## src/rtl/lcrc_pkg.sv

```systemverilog
// Shared constants, types and codes for the record-chain classifier.
package lcrc_pkg;

    localparam int MAX_PAYLOAD = 2048;
    localparam int ADDR_W      = $clog2(MAX_PAYLOAD);
    localparam int CNT_W       = ADDR_W + 1;
    localparam int POS_W       = $clog2(MAX_PAYLOAD + 65536);

    localparam logic [7:0] BYTE_REC   = 8'hF7;
    localparam logic [7:0] BYTE_ALT   = 8'hFF;
    localparam logic [7:0] BYTE_SOLO  = 8'h01;

    localparam logic [1:0] CFG_MIN_LEN   = 2'd0;
    localparam logic [1:0] CFG_MAX_LEN   = 2'd1;
    localparam logic [1:0] CFG_DETECT_AT = 2'd2;

    localparam logic [15:0] RST_MIN_LEN   = 16'd2;
    localparam logic [15:0] RST_MAX_LEN   = 16'd1500;
    localparam logic [15:0] RST_DETECT_AT = 16'd2;

    localparam logic [1:0] VERDICT_UNDECIDED = 2'd0;
    localparam logic [1:0] VERDICT_DETECTED  = 2'd1;
    localparam logic [1:0] VERDICT_EXCLUDED  = 2'd2;
    localparam logic [1:0] VERDICT_OVERFLOW  = 2'd3;

    typedef struct packed {
        logic [15:0] min_len;
        logic [15:0] max_len;
        logic [15:0] detect_after;
    } t_cfg;

endpackage

```

## src/rtl/lcrc_walker.sv

```systemverilog
// Byte loader and record-walk sequencer that produces the verdict.
module lcrc_walker (
    input  logic                        i_clk,
    input  logic                        i_rst_n,
    input  logic                        i_start,
    input  logic [7:0]                  i_data_byte,
    input  logic                        i_last_byte,
    input  logic [15:0]                 i_packet_number,
    input  lcrc_pkg::t_cfg              i_cfg,
    input  logic [7:0]                  i_rdata,
    output logic                        o_we,
    output logic [lcrc_pkg::ADDR_W-1:0] o_waddr,
    output logic [lcrc_pkg::ADDR_W-1:0] o_raddr,
    output logic                        o_busy,
    output logic                        o_done,
    output logic [1:0]                  o_verdict
);

    typedef enum logic [2:0] {
        ST_IDLE,
        ST_PRE,
        ST_CHECK,
        ST_HEAD,
        ST_LENLO,
        ST_LENHI
    } t_state;

    t_state                       r_state;
    logic [lcrc_pkg::CNT_W-1:0]   r_count;
    logic                         r_ovf;
    logic [lcrc_pkg::CNT_W-1:0]   r_len;
    logic [7:0]                   r_b0;
    logic [lcrc_pkg::POS_W-1:0]   r_pos;
    logic [15:0]                  r_pkt;
    logic [7:0]                   r_rlen_lo;

    logic                         w_accept;
    logic                         w_room;
    logic [lcrc_pkg::POS_W-1:0]   w_len_ext;
    logic [lcrc_pkg::POS_W-1:0]   w_pos_p2;
    logic [lcrc_pkg::POS_W-1:0]   w_pos_p3;
    logic [15:0]                  w_rlen;
    logic                         w_rlen_bad;
    logic [1:0]                   w_end_verdict;

    assign w_accept  = i_start && (r_state == ST_IDLE);
    assign w_room    = (r_count < lcrc_pkg::CNT_W'(lcrc_pkg::MAX_PAYLOAD));
    assign w_len_ext = lcrc_pkg::POS_W'(r_len);
    assign w_pos_p2  = r_pos + lcrc_pkg::POS_W'(2);
    assign w_pos_p3  = r_pos + lcrc_pkg::POS_W'(3);
    assign w_rlen    = {i_rdata, r_rlen_lo};
    assign w_rlen_bad = (w_rlen == 16'd0) || (w_rlen <= i_cfg.min_len)
                        || (w_rlen > i_cfg.max_len);
    assign w_end_verdict = (r_pos != w_len_ext) ? lcrc_pkg::VERDICT_EXCLUDED :
                           (r_pkt > i_cfg.detect_after) ? lcrc_pkg::VERDICT_DETECTED :
                           lcrc_pkg::VERDICT_UNDECIDED;

    assign o_we    = w_accept && w_room;
    assign o_waddr = r_count[lcrc_pkg::ADDR_W-1:0];
    assign o_busy  = (r_state != ST_IDLE);

    always_comb begin
        case (r_state)
            ST_HEAD:  o_raddr = w_pos_p2[lcrc_pkg::ADDR_W-1:0];
            ST_LENLO: o_raddr = w_pos_p3[lcrc_pkg::ADDR_W-1:0];
            default:  o_raddr = r_pos[lcrc_pkg::ADDR_W-1:0];
        endcase
    end

    always_ff @(posedge i_clk) begin
        if (!i_rst_n) begin
            r_state   <= ST_IDLE;
            r_count   <= '0;
            r_ovf     <= 1'b0;
            o_done    <= 1'b0;
            o_verdict <= lcrc_pkg::VERDICT_UNDECIDED;
        end else begin
            o_done <= 1'b0;
            case (r_state)
                ST_IDLE: begin
                    if (w_accept) begin
                        if (w_room) begin
                            if (!i_last_byte) begin
                                r_count <= r_count + lcrc_pkg::CNT_W'(1);
                            end
                            if (r_count == lcrc_pkg::CNT_W'(0)) begin
                                r_b0  <= i_data_byte;
                                r_pos <= '0;
                            end
                            if (r_count == lcrc_pkg::CNT_W'(2)) begin
                                r_pos[7:0] <= i_data_byte;
                            end
                            if (r_count == lcrc_pkg::CNT_W'(3)) begin
                                r_pos[15:8] <= i_data_byte;
                            end
                        end else if (!i_last_byte) begin
                            r_ovf <= 1'b1;
                        end
                        if (i_last_byte) begin
                            r_count <= '0;
                            r_ovf   <= 1'b0;
                            r_pkt   <= i_packet_number;
                            r_len   <= r_count + lcrc_pkg::CNT_W'(1);
                            if (!w_room || r_ovf) begin
                                o_done    <= 1'b1;
                                o_verdict <= lcrc_pkg::VERDICT_OVERFLOW;
                            end else begin
                                r_state <= ST_PRE;
                            end
                        end
                    end
                end
                ST_PRE: begin
                    if (r_pkt == 16'd1 && r_len == lcrc_pkg::CNT_W'(1)
                            && r_b0 == lcrc_pkg::BYTE_SOLO) begin
                        o_done    <= 1'b1;
                        o_verdict <= lcrc_pkg::VERDICT_UNDECIDED;
                        r_state   <= ST_IDLE;
                    end else if (r_len < lcrc_pkg::CNT_W'(4)
                            || (r_b0 != lcrc_pkg::BYTE_REC && r_b0 != lcrc_pkg::BYTE_ALT)) begin
                        o_done    <= 1'b1;
                        o_verdict <= lcrc_pkg::VERDICT_EXCLUDED;
                        r_state   <= ST_IDLE;
                    end else begin
                        r_state <= ST_CHECK;
                    end
                end
                ST_CHECK: begin
                    if (r_pos <= w_len_ext - lcrc_pkg::POS_W'(4)) begin
                        r_state <= ST_HEAD;
                    end else begin
                        o_done    <= 1'b1;
                        o_verdict <= w_end_verdict;
                        r_state   <= ST_IDLE;
                    end
                end
                ST_HEAD: begin
                    if (i_rdata != lcrc_pkg::BYTE_REC) begin
                        o_done    <= 1'b1;
                        o_verdict <= w_end_verdict;
                        r_state   <= ST_IDLE;
                    end else begin
                        r_state <= ST_LENLO;
                    end
                end
                ST_LENLO: begin
                    r_rlen_lo <= i_rdata;
                    r_state   <= ST_LENHI;
                end
                ST_LENHI: begin
                    if (w_rlen_bad) begin
                        o_done    <= 1'b1;
                        o_verdict <= w_end_verdict;
                        r_state   <= ST_IDLE;
                    end else begin
                        r_pos   <= r_pos + lcrc_pkg::POS_W'(w_rlen);
                        r_state <= ST_CHECK;
                    end
                end
                default: begin
                    r_state <= ST_IDLE;
                end
            endcase
        end
    end

endmodule

```

## config.mk

```make
export PLATFORM = sky130hd
export DESIGN_NAME = lcrc_walker
export DESIGN_NICKNAME = d
export VERILOG_FILES = /design/src/rtl/lcrc_pkg.sv /design/src/rtl/lcrc_walker.sv
export SDC_FILE = /design/constraint.sdc
export NUM_CORES = 1
export LEC_CHECK = 0
export ABC_AREA = 1
export BUFFER_PORTS_ARGS = -buffer_cell sky130_fd_sc_hd__buf_4
export CAP_MARGIN = 20
export CORE_MARGIN = 10
export CORE_UTILIZATION = 58
export CTS_CLUSTER_DIAMETER = 30
export DETAILED_ROUTE_END_ITERATION = 7
export PLACE_DENSITY = 0.8
export SYNTH_ARGS = -nofsm -noshare
export SYNTH_HDL_FRONTEND = slang
export SYNTH_SLANG_ARGS = --single-unit
```

## constraint.sdc

```tcl
create_clock -name i_clk -period 3.55 [get_ports i_clk]
set_input_delay 0.5325 -clock i_clk [delete_from_list [all_inputs] [get_ports i_clk]]
set_output_delay 0.5325 -clock i_clk [all_outputs]
set_load 0.1 [all_outputs]
```

==> impl_results.md, run 1 <==
- DIE AREA: between 0.015 and 0.02 mm2
- Core ar.: around 0.011 mm2
- CP startpoint kind: flip-flop
- Die height: 128 um
- CP Capture Type: flip-flop
- Pre-antenna DRT Iters: 5
- Fillers: approximately 970
- H-tree depth reported by CTS: 3
- Overflow after GRT: 0
- CTS Buffer Depth: 2
- Cell Count, Final, Fillers Out: approximately 1200
- Max frequency: approximately 350 MHz
- Clk pin slew, worst setup/hold paths: ~0.070 ns
- Crit path from: r_len[5]
- Initial antenna violation count: 1
- Min-Delay Path Class: primary input to flip-flop
- CTS tree: built
- GPL Wtd Cong: a little over 0.9
- Clock Sinks: 80
- Rows: 39
- CP max FO: 5
- Primary FF master, synth: edfxtp_1
- RSZ-0062 raised after global routing: false
- Die X: about 130 um
- Fin. max-slew vios: 0
- Final period util: 0.810
- Fin crit period: 2.88 ns
- WL final: 17600 um
- Synth async-reset ratio: 0
- Required @ worst endpoint: roughly 3.8 ns
- Slew headroom: 0.367
- Number of synthesized flops with an enable pin: between 60 and 70
- Max VDD drop: 0.268 mV
- Routed WL per cell: about 15 um
- Status: completed
- Mapped cell area: between 0.006 and 0.007 mm2
- Crit-path max cell delay: roughly 0.44 ns
- Placed wire-length estimate: approximately 14000 um
- Gate Count Post-Synth: between 900 and 1000
- Crit path kind: flip-flop to flip-flop
- N_diodes: 0
- Min-Delay Startpoint: i_packet_number[7]
- P&R area growth vs syn: 18.3%
- Cell chain of the critical path: inv_1, nand2_1, nor2_1, nand2_1, nor3_1, nand3_1, ha_1, nand2_1, nor2_1, and2_1, nand3b_1, nand3_1, nand2_1, a21oi_1, nand4_1, nand2_1, nor2_1
- IO Port Bufs: 110
- #FFs+latches synth: 80
- DR vias: roughly 6200
- Count of final hold-check violations: 0
- Vias in the first global route: 5950
- TritonCTS Buffers: 9
- Layout cell share with drive strength beyond 1: 0.157
- Setup TNS: 0 ns
- Worst clock skew: 0.00781 ns
- Critical path arrival: between 3 and 4 ns
- Largest net degree at the start of global routing: 29
- Register area share after synthesis: 0.326
- Power per cell area: ~320 mW/mm2
- Top delay family on crit path: simple AND/OR/NAND/NOR gates
- Final ANT Viol Nets: 0
- Vias/cell: roughly 5.4
- CP dominant cell by count: nand2_1
- Post-Syn Nets: around 1100
- Worst-Margin Slew: around 0.94 ns
- Root buffer cell: clkbuf_16
- CTS resizes: 0
- Critical path buffers and inverters: 1
- Initial Util: 0.594
- Final Setup Violations: 0
- Dpl cells: between 1000 and 1500
- Slowest-stage cell, CP: edfxtp_1
- Library cells used by synthesis: 49
- Worst hold slack: about 0.36 ns
- Ys Warns: 0
- Global-route wire length before repair: roughly 28000 um
- Initial DRC count: 420
- Leakage: between 3 and 4 nW
- Setup Fix Bufs, Post-CTS: 0
- Worst-skew pair later-pin latency: 0.34 ns
- Total GRT Usage: 0.211
- Max-cap viol count: 0
- Hold Buf Count CTS: 0
- Residual DRC count: 0
- Mean Syn Cell Area: 7.51 um2
- I/O Pins: between 100 and 150
- R2R Path Start: r_len[5]
- Nets: approximately 1200
## synth_stat cells (all sizes together), types with 3 or more instances
| master | number | area (um2) |
|---|---|---|
| nand2 | 211 | 792 |
| xor2 | 18 | 158 |
| inv | 152 | 571 |
| ha | 88 | 1100 |
| dfxtp | 19 | 380 |
| edfxtp | 61 | 1830 |
| o21ai | 51 | 255 |
| nand3b | 3 | 22.5 |
| nor4 | 3 | 33.8 |
| a21oi | 69 | 360 |
| nor2 | 94 | 409 |
| buf | 16 | 113 |
| xnor2 | 12 | 105 |
| o22ai | 4 | 31.3 |
| nand4 | 10 | 62.6 |
| nor3 | 22 | 125 |
| a21boi | 3 | 22.5 |
| a21o | 6 | 45.0 |
| nand3 | 38 | 190 |
## metal layers
metal	routed length [um]	GRT usage	up-vias
met5	13	0	-
met4	318	0.0570	2
met3	1280	0.0434	33
met2	8140	0.348	207
met1	7870	0.274	2793
li1	-	-	3199
## placed cells by master (no fill, tap or decap), drive strengths merged, types with 4 or more instances in the layout
master  instances
buf           115
nor3           22
o21ai          51
xnor2          12
dfxtp          19
clkbuf         11
nand4          10
ha             88
nand3          38
xor2           18
a21o            6
inv           157
nand2         211
edfxtp         61
o22ai           4
nor2           94
a21oi          69
## area by class of cell
type	count	area (um2)	area share
multi-input cells	652	3880	0.484
flip-flops and latches	80	2210	0.276
repair buffers	115	863	0.108
inverters	153	574	0.0716
clock buffers	11	264	0.0329
well taps	143	179	0.0223
clock inverters	5	41.3	0.00515
## sequential cells by signal, summed over array words and instances, names as in the netlist
| register | flops |
|---|---|
| o_done | 1 |
| o_verdict | 2 |
| r_b0 | 8 |
| r_count | 12 |
| r_len | 12 |
| r_ovf | 1 |
| r_pkt | 16 |
| r_pos | 17 |
| r_rlen_lo | 8 |
| r_state | 3 |
## worst paths after layout
path / to / cells after the start / slack, ns
setup reg to reg: o_verdict[0] / 17 / 0.67
hold / removal: r_pkt[7] / 1 / 0.36
hold reg to reg: r_ovf / 2 / 0.48
setup / recovery: o_verdict[0] / 17 / 0.67
## worst reg2reg max path: stages, from the launching register on
cell and delay (ns):
edfxtp_1 0.44, inv_1 0.12, nand2_1 0.07, nor2_1 0.14, nand2_1 0.10, nor3_1 0.25
nand3_1 0.25, ha_1 0.36, nand2_1 0.07, nor2_1 0.14, and2_1 0.18, nand3b_1 0.08
nand3_1 0.13, nand2_1 0.06, a21oi_1 0.16, nand4_1 0.11, nand2_1 0.08, nor2_1 0.04
## metrics by stage
step	cell area, um2	setup slack (ns)	total power [mW]	util
detailed placement	7710	0.696	1.62	0.675
CTS	8020	0.699	2.56	0.702
global route	8020	0.305	2.67	0.702
finish	8020	0.674	2.56	0.702
floorplan	6790	0.346	1.43	-
global placement	7710	0.808	1.61	0.675
## power by group
group,internal [mW],leakage (nW),switching [mW]
Clock,0.547,0.154,0.411
Sequential,1.04,0.711,0.0356
Combinational,0.199,3.09,0.331
Total,1.78,3.95,0.778
## cell families after synthesis
logic type | synth area share
compound gates | 0.121
xor+xnor | 0.0388
fa+ha+maj | 0.165
flops | 0.326
buf+inv | 0.102
simple gates | 0.246
No activity file was read; power rests on OpenSTA's default activity.
==> inputs of run 2 (changes only) <==
--- a/config.mk
+++ b/config.mk
@@ -9,10 +9,10 @@
 export BUFFER_PORTS_ARGS = -buffer_cell sky130_fd_sc_hd__buf_4
 export CAP_MARGIN = 20
 export CORE_MARGIN = 10
-export CORE_UTILIZATION = 58
+export CORE_UTILIZATION = 53
 export CTS_CLUSTER_DIAMETER = 30
 export DETAILED_ROUTE_END_ITERATION = 7
-export PLACE_DENSITY = 0.8
+export PLACE_DENSITY = 0.77
 export SYNTH_ARGS = -nofsm -noshare
 export SYNTH_HDL_FRONTEND = slang
 export SYNTH_SLANG_ARGS = --single-unit
==> constraint.sdc (replaced) <==
create_clock -name i_clk -period 2.3 [get_ports i_clk]
set_input_delay 0.345 -clock i_clk [delete_from_list [all_inputs] [get_ports i_clk]]
set_output_delay 0.345 -clock i_clk [all_outputs]
set_load 0.1 [all_outputs]
==> run 2 against run 1 <==
- the run now ends with negative setup slack left
- sequential share of layout area down 4.0 points
- global-route usage up 0.52 points
- setup slack lost 1.1 ns
- combinational power is 96% higher
- hold slack got worse by 0.19 ns
- fmax rose by 5.3%
- first-iteration DRC count rose by 17%
- utilization rose by 4.7 points
- clock-buffer cell count down 1
- sequential power increased by 53%
- via count is 10% higher
- routed wire length up 19%
==> impl_results.md, run 2 (synthesized netlist as in run 1, its figures left out) <==
- Initial Util: 0.539
- Failing checks: negative setup slack
- Final WS setup: -0.431 ns
- Routed WL per cell: 16.5 um
- Vias in the first global route: between 6000 and 7000
- Fillers: a little over 900
- Worst-skew pair later-pin latency: ~0.35 ns
- Fin. max-slew vios: 0
- Count of final hold-check violations: 0
- Required @ worst endpoint: around 2.6 ns
- Initial DRC count: 491
- H-tree depth reported by CTS: 3
- Sequential Power Share: 0.408
- CTS tree: built
- CTS Buffer Depth: 2
- Cells on Worst Hold Path: 1
- RSZ-0062 raised after global routing: true
- Most flop-heavy register: r_pos
- Max frequency: around 370 MHz
- Largest net degree at the start of global routing: 29
- Final Setup Violations: 14
- Max VDD drop: between 0.6 and 0.7 mV
- Root buffer cell: clkbuf_16
- Post-Place Setup Slack: -0.319 ns
- Crit path kind: flip-flop to flip-flop
- Residual DRC count: 0
- I/O Pins: ~110
- Area occupied by registers: approximately 0.0022 mm2
- CP startpoint kind: flip-flop
- Register-to-Register Path Depth: 18
- Fin crit period: between 2 and 3 ns
- Total GRT Usage: 0.216
- Power per cell area: between 400 and 500 mW/mm2
- Status: finished, violations left
- CP max FO: 3
- Nets: around 1300
- Final ANT Viol Nets: 0
- P&R area growth vs syn: 38.9%
- Clk pwr share: 0.336
- Layout cell share with drive strength beyond 1: 0.317
- Slew headroom: 0.549
- Setup TNS: -2.85 ns
- N_diodes: 0
- Final period util: 1.19
- WL final: 21000 um
- Global-route wire length before repair: roughly 32000 um
- Clk pin slew, worst setup/hold paths: 0.06 ns
- CP Capture Type: flip-flop
- Leakage: 4.48 nW
- Die height: around 130 um
- Core ar.: between 0.01 and 0.015 mm2
- Hold Buf Count CTS: 0
- Most common cell after layout, fill and taps aside: nand2_1
- Pre-antenna DRT Iters: 5
- TritonCTS Buffers: 9
- Worst-Margin Slew: just under 0.7 ns
- Commonest non-fill, non-tap cells in the layout: nand2_1, buf_4, inv_1
- DR vias: 6873
- Switch Pwr: between 1 and 1.5 mW
- Logic gate share of total power: 0.257
- Sw Share: 0.316
- Rows: 41
- Max-cap viol count: 0
- Critical path arrival: 2.98 ns
- Top flop regs: r_pos: 17 flops, r_pkt: 16 flops
- Clock Sinks: 80
- Cell Int Power: roughly 2.8 mW
- GPL Wtd Cong: roughly 0.92
- Worst clock skew: ~0.010 ns
- Min-Delay Path Class: primary input to flip-flop
- Largest register FFs: 17
- DIE AREA: about 0.018 mm2
- IO Port Bufs: 110
- Multi-input logic area: between 0.004 and 0.005 mm2
- Vias/cell: between 5 and 6
- Overflow after GRT: 0
- Placed wire-length estimate: about 16000 um
- Die X: 133 um
- Initial antenna violation count: 0
- Final Core Density: 0.749
[run 2: metrics by stage]
stage,hold slack [ns],total power [mW],cell area [um2],cells
after floorplan,0.438,2.23,6930,903
after detailed placement,0.480,2.58,8400,1238
final,0.173,4.03,9420,1275
after global placement,0.456,2.56,8390,1237
after CTS,0.171,3.93,8880,1265
after global routing,0.165,4.20,9420,1275
[run 2: repair_timing]
action,in CTS,in global routing
gates resized for setup,36,111
endpoints found under the setup margin,29,41
pin swaps,23,31
setup buffers,11,10
cloned,0,0
[run 2: power groups by stage]
stage	sequential (mW)	clock, mW	combinational, mW
global placement	1.67	0	0.887
detailed placement	1.67	0	0.908
global route	1.65	1.42	1.14
floorplan	1.69	0	0.538
finish	1.64	1.35	1.04
CTS	1.64	1.35	0.941
[run 2: critical path, stage by stage, from the launching register on]
cell      delay, ns
edfxtp_1       0.43
inv_1          0.10
ha_1           0.20
nand2_2        0.09
nor3_4         0.18
buf_4          0.16
xor2_1         0.18
ha_1           0.27
nand2_1        0.10
nand2_1        0.06
nand2_1        0.06
nand2_1        0.06
a21oi_2        0.15
nand3_2        0.12
nand3_2        0.07
nand2_1        0.05
nand3b_1       0.20
nor2_1         0.12
nor2_1         0.05
[run 2: worst paths after layout]
kind | startpoint | endpoint | slack, ns
worst max-delay path | r_len[3] | o_verdict[0] | -0.43
worst min-delay path | i_packet_number[7] | r_pkt[7] | 0.17
worst min register to register | r_ovf | r_ovf | 0.50
worst max register to register | r_len[3] | o_verdict[0] | -0.43
[run 2: final cells by class]
cell class              count  area share
multi-input cells         652       0.478
flip-flops and latches     80       0.236
repair buffers            202       0.173
inverters                 153      0.0618
clock buffers              10      0.0243
well taps                 172      0.0228
clock inverters             6     0.00465
[run 2: routing by layer]
layer  vias up  GRT usage  part of all wire
met1      3177      0.284              0.43
li1       3357          -                 -
met3        47     0.0470             0.076
met4         0     0.0459             0.023
met5         -          0                 0
met2       292      0.356              0.48
